`config.mk`:
```
export PLATFORM = sky130hd
export DESIGN_NAME = piecewise_linear_color_interpolator_core
export DESIGN_NICKNAME = d
export VERILOG_FILES = /design/src/rtl/plci_pkg.sv /design/src/rtl/plci_ram.sv /design/src/rtl/plci_front.sv /design/src/rtl/plci_back.sv /design/src/rtl/piecewise_linear_color_interpolator_core.sv
export SDC_FILE = /design/constraint.sdc
export NUM_CORES = 2
export LEC_CHECK = 0
export BUFFER_PORTS_ARGS = -buffer_cell sky130_fd_sc_hd__buf_2
export CAP_MARGIN = 10
export CORE_ASPECT_RATIO = 1.1
export CORE_MARGIN = 3
export CORE_UTILIZATION = 40
export CTS_CLUSTER_DIAMETER = 150
export DETAILED_ROUTE_END_ITERATION = 7
export REMOVE_ABC_BUFFERS = 1
export SLEW_MARGIN = 25
export SYNTH_ARGS = -nofsm -noshare
export SYNTH_HDL_FRONTEND = slang
export SYNTH_SLANG_ARGS = --single-unit
export TNS_END_PERCENT = 1
```
`constraint.sdc`:
```
create_clock -name clk -period 22.3 [get_ports clk]
set_input_delay 2.23 -clock clk [delete_from_list [all_inputs] [get_ports clk]]
set_output_delay 2.23 -clock clk [all_outputs]
set_load 0.01 [all_outputs]
```
`src/rtl/plci_pkg.sv`:
```
package plci_pkg;

  localparam int MAX_POINTS_DEF = 8;
  localparam int QUEUE_DEPTH    = 2;

  localparam int POS_W     = 32;
  localparam int COLOR_W   = 32;
  localparam int INDEX_W   = 3;
  localparam int COUNT_W   = 4;
  localparam int FRAC_BITS = 16;
  localparam int CHAN_BITS = 8;
  localparam int CHANNELS  = COLOR_W / CHAN_BITS;

  // Difference of two positions, its magnitude scaled by the fraction, the quotient
  localparam int DIFF_W  = POS_W + 1;
  localparam int NUM_W   = DIFF_W + FRAC_BITS;
  localparam int RATIO_W = NUM_W + 1;

  localparam logic [COUNT_W-1:0]   COUNT_RESET = 4'd2;
  localparam logic [CHAN_BITS-1:0] CHAN_MAX    = 8'd255;

  localparam logic FUNC_WRITE = 1'b0;
  localparam logic FUNC_EVAL  = 1'b1;

  // Classified word handed from the front to the back
  typedef struct packed {
    logic                  is_eval;
    logic [INDEX_W-1:0]    index;
    logic [POS_W-1:0]      key;    // breakpoint position or sample value
    logic [COLOR_W-1:0]    color;
  } item_t;

endpackage

```
`src/rtl/plci_ram.sv`:
```
module plci_ram #(
  parameter int WIDTH = 32,
  parameter int DEPTH = 8
) (
  input  logic                     clk,
  input  logic                     we,
  input  logic [$clog2(DEPTH)-1:0] waddr,
  input  logic [WIDTH-1:0]         wdata,
  input  logic [$clog2(DEPTH)-1:0] raddr,
  output logic [WIDTH-1:0]         rdata
);

  logic [WIDTH-1:0] mem [DEPTH];

  always_ff @(posedge clk) begin
    if (we) begin
      mem[waddr] <= wdata;
    end
    rdata <= mem[raddr];
  end

endmodule

```
`src/rtl/plci_front.sv`:
```
module plci_front
  import plci_pkg::*;
(
  input  logic               clk,
  input  logic               rst,
  input  logic               start,
  output logic               busy,
  input  logic               func,
  input  logic [INDEX_W-1:0] entry_index,
  input  logic [POS_W-1:0]   entry_position,
  input  logic [COLOR_W-1:0] entry_color,
  input  logic [POS_W-1:0]   sample_value,
  output logic               q_valid,
  output item_t              q_item,
  input  logic               q_pop
);

  localparam int PW = $clog2(QUEUE_DEPTH);

  item_t         slots [QUEUE_DEPTH];
  logic [PW-1:0] wr_ptr;
  logic [PW-1:0] rd_ptr;
  logic [PW:0]   fill;
  logic          push;
  logic          pop;
  item_t         in_item;

  // Classify: evaluate words carry the sample, write words the position
  always_comb begin
    in_item.is_eval = (func == FUNC_EVAL);
    in_item.index   = entry_index;
    in_item.key     = (func == FUNC_EVAL) ? sample_value : entry_position;
    in_item.color   = entry_color;
  end

  assign busy    = (fill == (PW + 1)'(QUEUE_DEPTH));
  assign push    = start && !busy;
  assign q_valid = (fill != '0);
  assign pop     = q_pop && q_valid;
  assign q_item  = slots[rd_ptr];

  always_ff @(posedge clk) begin
    if (push) begin
      slots[wr_ptr] <= in_item;
    end
  end

  always_ff @(posedge clk) begin
    if (rst) begin
      wr_ptr <= '0;
      rd_ptr <= '0;
      fill   <= '0;
    end else begin
      if (push) begin
        wr_ptr <= (wr_ptr == PW'(QUEUE_DEPTH - 1)) ? '0 : wr_ptr + 1'b1;
      end
      if (pop) begin
        rd_ptr <= (rd_ptr == PW'(QUEUE_DEPTH - 1)) ? '0 : rd_ptr + 1'b1;
      end
      unique case ({push, pop})
        2'b10:   fill <= fill + 1'b1;
        2'b01:   fill <= fill - 1'b1;
        default: fill <= fill;
      endcase
    end
  end

endmodule

```
`src/rtl/plci_back.sv`:
```
module plci_back
  import plci_pkg::*;
#(
  parameter int MAX_POINTS = MAX_POINTS_DEF
) (
  input  logic               clk,
  input  logic               rst,
  input  logic [COUNT_W-1:0] point_count,
  input  logic               q_valid,
  input  item_t              q_item,
  output logic               q_pop,
  output logic               done,
  output logic [COLOR_W-1:0] color_out
);

  localparam int AW  = $clog2(MAX_POINTS);
  localparam int NW  = $clog2(MAX_POINTS + 1);
  localparam int DCW = $clog2(NUM_W);
  localparam int PROD_W = CHAN_BITS + 1 + RATIO_W;
  localparam int SUM_W  = PROD_W + 2;

  typedef enum logic [10:0] {
    ST_IDLE = 11'b00000000001,
    ST_SCAN = 11'b00000000010,
    ST_TEST = 11'b00000000100,
    ST_RD1  = 11'b00000001000,
    ST_LD1  = 11'b00000010000,
    ST_LD0  = 11'b00000100000,
    ST_CHK  = 11'b00001000000,
    ST_DIV  = 11'b00010000000,
    ST_SIGN = 11'b00100000000,
    ST_MUL  = 11'b01000000000,
    ST_ACC  = 11'b10000000000
  } state_t;

  state_t state;

  logic [NW-1:0]  n_use;
  logic [NW-1:0]  n_m1;
  logic [AW-1:0]  last_idx;
  logic [AW-1:0]  idx;
  logic [AW-1:0]  raddr;
  logic [31:0]    slot_wide;
  logic           ram_we;
  logic [POS_W-1:0]   pos_rdata;
  logic [COLOR_W-1:0] col_rdata;

  logic signed [POS_W-1:0] v;
  logic signed [POS_W-1:0] p0;
  logic signed [POS_W-1:0] p1;
  logic [COLOR_W-1:0] c0;
  logic [COLOR_W-1:0] c1;

  logic signed [DIFF_W-1:0] d;
  logic signed [DIFF_W-1:0] den;
  logic [DIFF_W-1:0] d_mag;
  logic [DIFF_W-1:0] den_mag_c;

  logic              neg;
  logic [DIFF_W-1:0] den_mag;
  logic [DIFF_W-1:0] rem;
  logic [NUM_W-1:0]  work;
  logic [DCW-1:0]    div_cnt;
  logic [DIFF_W:0]   rem_sh;
  logic              q_bit;

  logic signed [RATIO_W-1:0] ratio;
  logic [RATIO_W-1:0]        q_ext;
  logic [1:0]                ch;
  logic [CHAN_BITS-1:0]      ch_a;
  logic [CHAN_BITS-1:0]      ch_b;
  logic signed [CHAN_BITS:0] ch_diff;
  logic signed [PROD_W-1:0]  prod;
  logic [SUM_W-1:0]          sum;
  logic [SUM_W-1:0]          sum_rnd;
  logic [CHAN_BITS-1:0]      ch_res;
  logic [COLOR_W-1:0]        res;

  // Clamp the breakpoint count into 2 .. MAX_POINTS
  always_comb begin
    if (int'(point_count) < 2) begin
      n_use = NW'(2);
    end else if (int'(point_count) > MAX_POINTS) begin
      n_use = NW'(MAX_POINTS);
    end else begin
      n_use = NW'(point_count);
    end
    n_m1     = n_use - NW'(1);
    last_idx = n_m1[AW-1:0];
  end

  assign q_pop     = q_valid && (state == ST_IDLE);
  assign slot_wide = 32'(q_item.index);
  assign ram_we    = q_pop && !q_item.is_eval && (slot_wide < 32'(MAX_POINTS));
  assign raddr     = (state == ST_LD1) ? idx - 1'b1 : idx;

  plci_ram #(.WIDTH(POS_W), .DEPTH(MAX_POINTS)) u_pos_ram (
    .clk   (clk),
    .we    (ram_we),
    .waddr (slot_wide[AW-1:0]),
    .wdata (q_item.key),
    .raddr (raddr),
    .rdata (pos_rdata)
  );

  plci_ram #(.WIDTH(COLOR_W), .DEPTH(MAX_POINTS)) u_col_ram (
    .clk   (clk),
    .we    (ram_we),
    .waddr (slot_wide[AW-1:0]),
    .wdata (q_item.color),
    .raddr (raddr),
    .rdata (col_rdata)
  );

  // Segment deltas and their magnitudes for the divider
  always_comb begin
    d         = DIFF_W'(v) - DIFF_W'(p0);
    den       = DIFF_W'(p1) - DIFF_W'(p0);
    d_mag     = d[DIFF_W-1] ? (~d + 1'b1) : d;
    den_mag_c = den[DIFF_W-1] ? (~den + 1'b1) : den;
  end

  // One restoring step per cycle
  always_comb begin
    rem_sh = {rem, work[NUM_W-1]};
    q_bit  = (rem_sh >= {1'b0, den_mag});
  end

  // One channel per pass: product, then offset, round and saturate
  always_comb begin
    ch_a    = CHAN_BITS'(c0 >> {ch, 3'b000});
    ch_b    = CHAN_BITS'(c1 >> {ch, 3'b000});
    ch_diff = $signed({1'b0, ch_b}) - $signed({1'b0, ch_a});
    q_ext   = {1'b0, work};
    sum     = SUM_W'({ch_a, {FRAC_BITS{1'b0}}}) + SUM_W'(prod);
    sum_rnd = sum + SUM_W'(1 << (FRAC_BITS - 1));
    if (sum[SUM_W-1]) begin
      ch_res = '0;
    end else if (|sum_rnd[SUM_W-1:FRAC_BITS+CHAN_BITS]) begin
      ch_res = CHAN_MAX;
    end else begin
      ch_res = sum_rnd[FRAC_BITS +: CHAN_BITS];
    end
  end

  always_ff @(posedge clk) begin
    if (rst) begin
      state <= ST_IDLE;
      done  <= 1'b0;
    end else begin
      done <= 1'b0;
      unique case (state)
        ST_IDLE: begin
          if (q_pop && q_item.is_eval) begin
            v     <= q_item.key;
            idx   <= AW'(1);
            state <= ST_SCAN;
          end
        end
        ST_SCAN: begin
          state <= (idx == last_idx) ? ST_RD1 : ST_TEST;
        end
        ST_TEST: begin
          if ($signed(pos_rdata) >= v) begin
            state <= ST_RD1;
          end else begin
            idx   <= idx + 1'b1;
            state <= ST_SCAN;
          end
        end
        ST_RD1: begin
          state <= ST_LD1;
        end
        ST_LD1: begin
          p1    <= pos_rdata;
          c1    <= col_rdata;
          state <= ST_LD0;
        end
        ST_LD0: begin
          p0    <= pos_rdata;
          c0    <= col_rdata;
          state <= ST_CHK;
        end
        ST_CHK: begin
          if (c0 == c1) begin
            color_out <= c0;
            done      <= 1'b1;
            state     <= ST_IDLE;
          end else if (p0 == p1) begin
            color_out <= (v <= p0) ? c0 : c1;
            done      <= 1'b1;
            state     <= ST_IDLE;
          end else begin
            neg     <= d[DIFF_W-1] ^ den[DIFF_W-1];
            den_mag <= den_mag_c;
            rem     <= '0;
            work    <= {d_mag, {FRAC_BITS{1'b0}}};
            div_cnt <= '0;
            state   <= ST_DIV;
          end
        end
        ST_DIV: begin
          rem     <= q_bit ? DIFF_W'(rem_sh - {1'b0, den_mag}) : DIFF_W'(rem_sh);
          work    <= {work[NUM_W-2:0], q_bit};
          div_cnt <= div_cnt + 1'b1;
          if (div_cnt == DCW'(NUM_W - 1)) begin
            state <= ST_SIGN;
          end
        end
        ST_SIGN: begin
          ratio <= neg ? $signed(~q_ext + 1'b1) : $signed(q_ext);
          ch    <= '0;
          state <= ST_MUL;
        end
        ST_MUL: begin
          prod  <= ch_diff * ratio;
          state <= ST_ACC;
        end
        ST_ACC: begin
          res[{ch, 3'b000} +: CHAN_BITS] <= ch_res;
          ch <= ch + 1'b1;
          if (ch == 2'(CHANNELS - 1)) begin
            color_out <= {ch_res, res[COLOR_W-CHAN_BITS-1:0]};
            done      <= 1'b1;
            state     <= ST_IDLE;
          end else begin
            state <= ST_MUL;
          end
        end
        default: state <= ST_IDLE;
      endcase
    end
  end

endmodule

```
`src/rtl/piecewise_linear_color_interpolator_core.sv`:
```
// Channel   Ports                                                          Handshake
// ------    -------------------------------------------------------------  --------------
// item      func entry_index entry_position entry_color sample_value        start && !busy
// result    color_out                                                      done, one cycle
// config    cfg_data (point_count)                                         cfg_write
//
// A write word updates the table in the cycle the back end pops it. An evaluate word scans
// the table for the first breakpoint at or above the sample, stopping at the last breakpoint,
// then runs the divider and four channel passes before done.
// Equal colors or equal positions finish after the check. A taken word is queued and popped
// once the back end is idle. Reset (rst, synchronous) clears the queue and the
// sequencer and sets point_count to 2, not the table; busy rises only on a full two-word queue.
module piecewise_linear_color_interpolator_core
  import plci_pkg::*;
#(
  parameter int MAX_POINTS = MAX_POINTS_DEF
) (
  input  logic               clk,
  input  logic               rst,
  input  logic               start,
  output logic               busy,
  input  logic               func,
  input  logic [INDEX_W-1:0] entry_index,
  input  logic [POS_W-1:0]   entry_position,
  input  logic [COLOR_W-1:0] entry_color,
  input  logic [POS_W-1:0]   sample_value,
  output logic               done,
  output logic [COLOR_W-1:0] color_out,
  input  logic               cfg_write,
  input  logic [COUNT_W-1:0] cfg_data
);

  logic [COUNT_W-1:0] point_count;
  logic               q_valid;
  logic               q_pop;
  item_t              q_item;

  // Hold the breakpoint count; the user is to write it only while the block is idle (not enforced here)
  always_ff @(posedge clk) begin
    if (rst) begin
      point_count <= COUNT_RESET;
    end else if (cfg_write) begin
      point_count <= cfg_data;
    end
  end

  // Front: accept and classify each word, queue it for the back end
  plci_front u_front (
    .clk            (clk),
    .rst            (rst),
    .start          (start),
    .busy           (busy),
    .func           (func),
    .entry_index    (entry_index),
    .entry_position (entry_position),
    .entry_color    (entry_color),
    .sample_value   (sample_value),
    .q_valid        (q_valid),
    .q_item         (q_item),
    .q_pop          (q_pop)
  );

  // Back: update the table, or search, divide and blend, in queue order
  plci_back #(.MAX_POINTS(MAX_POINTS)) u_back (
    .clk         (clk),
    .rst         (rst),
    .point_count (point_count),
    .q_valid     (q_valid),
    .q_item      (q_item),
    .q_pop       (q_pop),
    .done        (done),
    .color_out   (color_out)
  );

endmodule
```
# Word-level counts from Yosys, hierarchy flattened

Memory sizes are Yosys's and may differ from the RTL's. A register that Yosys moved wholly into a read port is not among the register bits.
Cells that the tools add are included.

Bits in registers: 480
Bits in writable memories: 648
Bits of input ports: 108
Output and inout port bits: 34
Memories kept: 3

Add/sub/neg operators: 19
$mul: 1
Magnitude comparators: 6
Equal/unequal tests: 26
Shift-type cells: 4
Multiplexer cells: 50
Bitwise gates (word level): 7
Reduce and logical (&&, ||, !) cells: 27

Memories:

| memory               | words | bits a word | read ports | clocked after memory_dff | wr ports | line             | text |
|---|---|---|---|---|---|---|---|
| u_back.u_col_ram.mem | 8     | 32          | 1          | 1                        | 1        | plci_ram.sv:13   | `logic [WIDTH-1:0] mem [DEPTH];` |
| u_back.u_pos_ram.mem | 8     | 32          | 1          | 1                        | 1        | plci_ram.sv:13   |  |
| u_front.slots        | 2     | 68          | 1          | 1                        | 1        | plci_front.sv:20 | `item_t slots [QUEUE_DEPTH];` |

Operator list:

| kind                                            | count |
|---|---|
| 2-to-1 mux 32 bit                               | 6 |
| 2-to-1 mux 49 bit                               | 3 |
| 2-to-1 mux 33 bit                               | 4 |
| one-hot mux 11 bit (11 select lines)            | 1 |
| one-hot mux 49 bit (2 select lines)             | 1 |
| adder 33 x 1 -> 33 bit (second input constant)  | 2 |
| NOT 33 bit                                      | 2 |
| one-hot mux 33 bit (2 select lines)             | 1 |
| subtractor 32 x 32 -> 33 bit                    | 2 |
| == test 32 bit                                  | 2 |
| one-hot mux 32 bit (2 select lines)             | 1 |
| right shift 32 x 5 -> 8 bit                     | 2 |
| adder 61 x 16 -> 61 bit (second input constant) | 1 |
| adder 25 x 59 -> 60 bit                         | 1 |
| multiplier 9 x 50 -> 59 bit                     | 1 |
| adder 50 x 1 -> 50 bit (second input constant)  | 1 |
| NOT 49 -> 50 bit                                | 1 |
| OR reduction 37 bit                             | 1 |
| greater-or-equal comparator 34 x 33 -> 1 bit    | 1 |
| 2-to-1 mux 11 bit                               | 3 |
| subtractor 33 bit                               | 1 |
| bitwise mux 32 bit                              | 1 |
| greater-or-equal comparator 32 bit              | 1 |
| <= comparator 32 bit                            | 1 |
| other kinds (49)                                | 99 |

# Logic depth before layout (Yosys ltp)

Word-level depth: 8
Gate-level depth with buffers: 37
Gate-level depth less buffers: 34

# Cells and area by module

From an unflattened synthesis, not the netlist that was laid out.

Cell total of the unflattened synthesis: 5147
Area, all modules: 68294.2 sq um

Modules (own cells, without submodules):

| module                                   | times used | cells an instance | area an instance (sq um) |
|---|---|---|---|
| plci_back                                | 1          | 4030              | 41708.8 |
| plci_ram                                 | 2          | 415               | 10466.3 |
| plci_front                               | 1          | 274               | 5509.0 |
| piecewise_linear_color_interpolator_core | 1          | 13                | 143.9 |

# Worst setup path after synthesis

Ideal clock, no wire load.

Kind: register -> register
From: reg u_back.ch[0]
To: reg u_back.prod[58] (data pin)
Setup time: 260 ps
Arrival time: 8796 ps
Required time: 22040 ps
Path slack: 13244 ps
Stages on the path, launching flop included: 35
Period minus slack after synthesis: 9056 ps
Cell sequence: edfxtp_1 > clkbuf_1 > clkbuf_1 > mux4_2 > ha_1 > o21ai_0 > nand2b_1 > a21o_1 > a21o_1 > a21o_1 > a21oi_1 > xnor2_1 > clkbuf_1 > nand2_1 > fa_1 > fa_1 > inv_1 > fa_1 > fa_1 > inv_1 > fa_1 > inv_1 > ha_1 > a211oi_1 > o21ai_0 > a21oi_1 > a211oi_1 > o2111ai_1 > a31oi_1 > nor3_1 > nand2b_1 > a221oi_1 > o221ai_1 > a21oi_1 > xnor2_1

Cells in the longest elaborated chain, start to end: 3
Elaborated cells on any way between the ends: 4
Those cells by class: add/sub (1); mul (1); shift (2)

Ends and longest elaborated chain:

| element                                               | line                               | text |
|---|---|---|
| start: declaration                                    | plci_back.sv:69                    | `logic [1:0] ch;` |
| start signal: assignment                              | plci_back.sv:221                   | `ch <= ch + 1'b1;` |
| right shift 32 x 5 -> 8 bit, on equally long branches | plci_back.sv:132, plci_back.sv:131 |  |
| subtractor 8 x 8 -> 9 bit *                           | plci_back.sv:133                   | `ch_diff = $signed({1'b0, ch_b}) - $signed({1'b0, ch_a});` |
| multiplier 9 x 50 -> 59 bit *                         | plci_back.sv:216                   | `prod <= ch_diff * ratio;` |
| end signal: assignment                                | plci_back.sv:216                   |  |
| end: declaration                                      | plci_back.sv:73                    | `logic signed [PROD_W-1:0] prod;` |

Every way passes the cells marked *; elsewhere a longest branch is shown, timed or not.
A chain may end at the register's enable or synchronous reset.

# Worst setup path after layout

Same ends and word-level chain as after synthesis.

==> flow_summary.json <==
{
  "status": "finished clean",
  "final.setup.worst_slack_ps": 12210,
  "cts_tree": "done",
  "ys.warnings.count": 0,
  "final_max_slew_viol_count": 0,
  "grtUsageTotal_pct": 18.0,
  "std_cell_rows": 158,
  "coreArea_um2": 169000,
  "initial_core_util_pct": 40.3,
  "dieArea_um2": 175000,
  "dr.pass1.iters": 6,
  "clock-sinks": 1170,
  "crit_arrival_ps": 10570,
  "total_leakage_power_nw": 28.1,
  "drt_iter0_markers": 3292,
  "synth_cell_types": 100,
  "overflow": 0,
  "synth_seq_area_share_pct": 50.3,
  "clk_latency_ps": 760,
  "root_buffer": "clkbuf_16",
  "antenna_left": 0,
  "gp_congestion": 0.934,
  "grt_pass1_wl_um": 247000,
  "timing.final.crit_share_pct": 45.3,
  "synth_edf_count": 1085,
  "routed_wire_length_per_instance_um": 20.2,
  "hold_path_class": "flip-flop to flip-flop",
  "min_period_ps": 10090,
  "critPathSlowestCell": "edfxtp_1",
  "remaining_drc_errors": 0,
  "ios": 142,
  "cts_buffer_depth": 3,
  "synth_area_per_cell_um2": 13.0,
  "synthCells": 5231,
  "vias_per_cell": 5.42,
  "ir_worst_vdd_v": 0.0000687,
  "maxCapViolCount": 0,
  "path_clk_slew_ps": 70,
  "postCtsSetupBuffers": 0,
  "synth-main-ff-cell": "edfxtp_1",
  "grt_max_degree": 94,
  "finalPower_mw": 5.41,
  "max_freq_mhz": 99.1,
  "antenna_found_initial": 4,
  "cp-end-kind": "flip-flop",
  "die_height_um": 439,
  "cts_buffers": 112,
  "grt_pass1_vias": 42900,
  "fin_nets": 6108,
  "path_class": "flip-flop to flip-flop",
  "worstPathRequired_ps": 22780,
  "tightest_slew_ps": 1050,
  "final_core_util_pct": 44.8,
  "vias": 41700,
  "finClkSkew_ps": 49.5,
  "fin_tns_setup_ps": 0,
  "post-place-ws_ps": 12220,
  "cts_resized": 0,
  "start_kind": "flip-flop",
  "dp_hpwl_um": 110000,
  "async_flop_share_pct": 0,
  "crit_top_cell": "fa_1",
  "h-tree-depth": 3,
  "layout_commonest_cell": "edfxtp_1",
  "cts_hold_buf": 0,
  "hold_violations": 0,
  "max_stage_delay_ps": 630,
  "p_per_area_nw_per_um2": 71.4,
  "crit_fanout": 50,
  "maxSlewHeadroom_pct": 29.3,
  "drive_above_1_share_pct": 14.4,
  "die_w_um": 400,
  "routed_wl_um": 156000,
  "synth_seq_cells": 1170,
  "final_cell_mix": "edfxtp_1 (1,085), fa_1 (361), inv_1 (349)",
  "syn_to_final_growth_pct": 11.1,
  "setup_viol": 0,
  "syn_area_um2": 68100,
  "grt_setup_unrepaired": "false",
  "io_buffers": 141
}
## worst max-delay path, delay by kind of cell (launching register included)
family,cells,cell delay (ps)
buffers and inverters,6,1010
AND/OR/NAND/NOR,5,890
adder cells (fa/ha/maj),7,3000
XOR/XNOR,2,210
AO/OA/AOI/OAI,14,3400
flip-flops,1,630
multiplexers,1,620
## flip-flops by register name (all words and copies together) (netlist names), 33 cells and up, named ones only
name / cells
u_back.work: 49
u_back.prod: 44
u_back.u_pos_ram.mem: 256
u_back.den_mag: 33
u_front.slots: 136
u_back.rem: 33
u_back.ratio: 50
u_back.u_col_ram.mem: 256
## worst paths after layout
| check | slack, ps | endpoint | cells past startpoint | start |
|---|---|---|---|---|
| max reg2reg | 12210 | u_back.prod[58] | 35 | u_back.ch[0] |
| max | 12210 | u_back.prod[58] | 35 | u_back.ch[0] |
| min | 420 | u_back.c1[29] | 0 | u_back.u_col_ram.rdata[29] |
| min reg2reg | 420 | u_back.c1[29] | 0 | u_back.u_col_ram.rdata[29] |
## metal layers
metal  vias to the layer above  routed length (µm)  global-route usage, %
met2                       945               77100                   30.8
met4                         2                4090                   5.15
met3                       226                6770                   2.07
li1                      19300                   -                      -
met1                     21200               67900                   24.1
met5                         -                   7                      0
## kinds of logic (layout without fill, tap and decap cells)
family	Yosys count	in the layout	synth area share, %
simple gates	1454	1454	11.3
buf+inv	530	761	3.00
mux	379	379	8.51
fa+ha+maj	637	637	15.7
xor+xnor	306	306	3.93
other cells	0	3	0
compound gates	755	755	7.27
flops	1170	1170	50.3
## power by group
part / internal, mW / switching, mW / leakage [nW]
combinational: 0.268 / 0.405 / 15.6
clock: 1.16 / 0.851 / 1.93
sequential: 2.64 / 0.0747 / 10.5
total: 4.08 / 1.33 / 28.1
## cell usage after synthesis (all sizes together), types with 144 or more instances
cell type | instances | area [µm²]
a21oi | 222 | 1110
and2 | 280 | 1750
edfxtp | 1085 | 32600
fa | 361 | 7230
ha | 276 | 3450
inv | 349 | 1310
mux2 | 165 | 1860
mux4 | 144 | 3240
nand2 | 252 | 961
nor2 | 327 | 1230
o21ai | 147 | 736
xnor2 | 221 | 1940
## stage by stage
step	instances	hold WS [ps]	cell area, µm²
4_1_cts	7699	424	75600
3_3_place_gp	7482	406	71500
3_5_place_dp	7486	414	71600
5_1_grt	7703	443	75700
6_report	7705	422	75700
2_1_floorplan	5050	404	67400
## final cells by class
type	count	area [µm²]
fill	15200	93300
tap	2240	2800
antenna	3	7.51
sequential	1170	34300
timing repair buffer	199	1260
multi-input combinational	3531	32100
inverter	349	1310
clock buffer	138	3040
clock inverter	75	930
No activity file was read; power rests on OpenSTA's default activity.
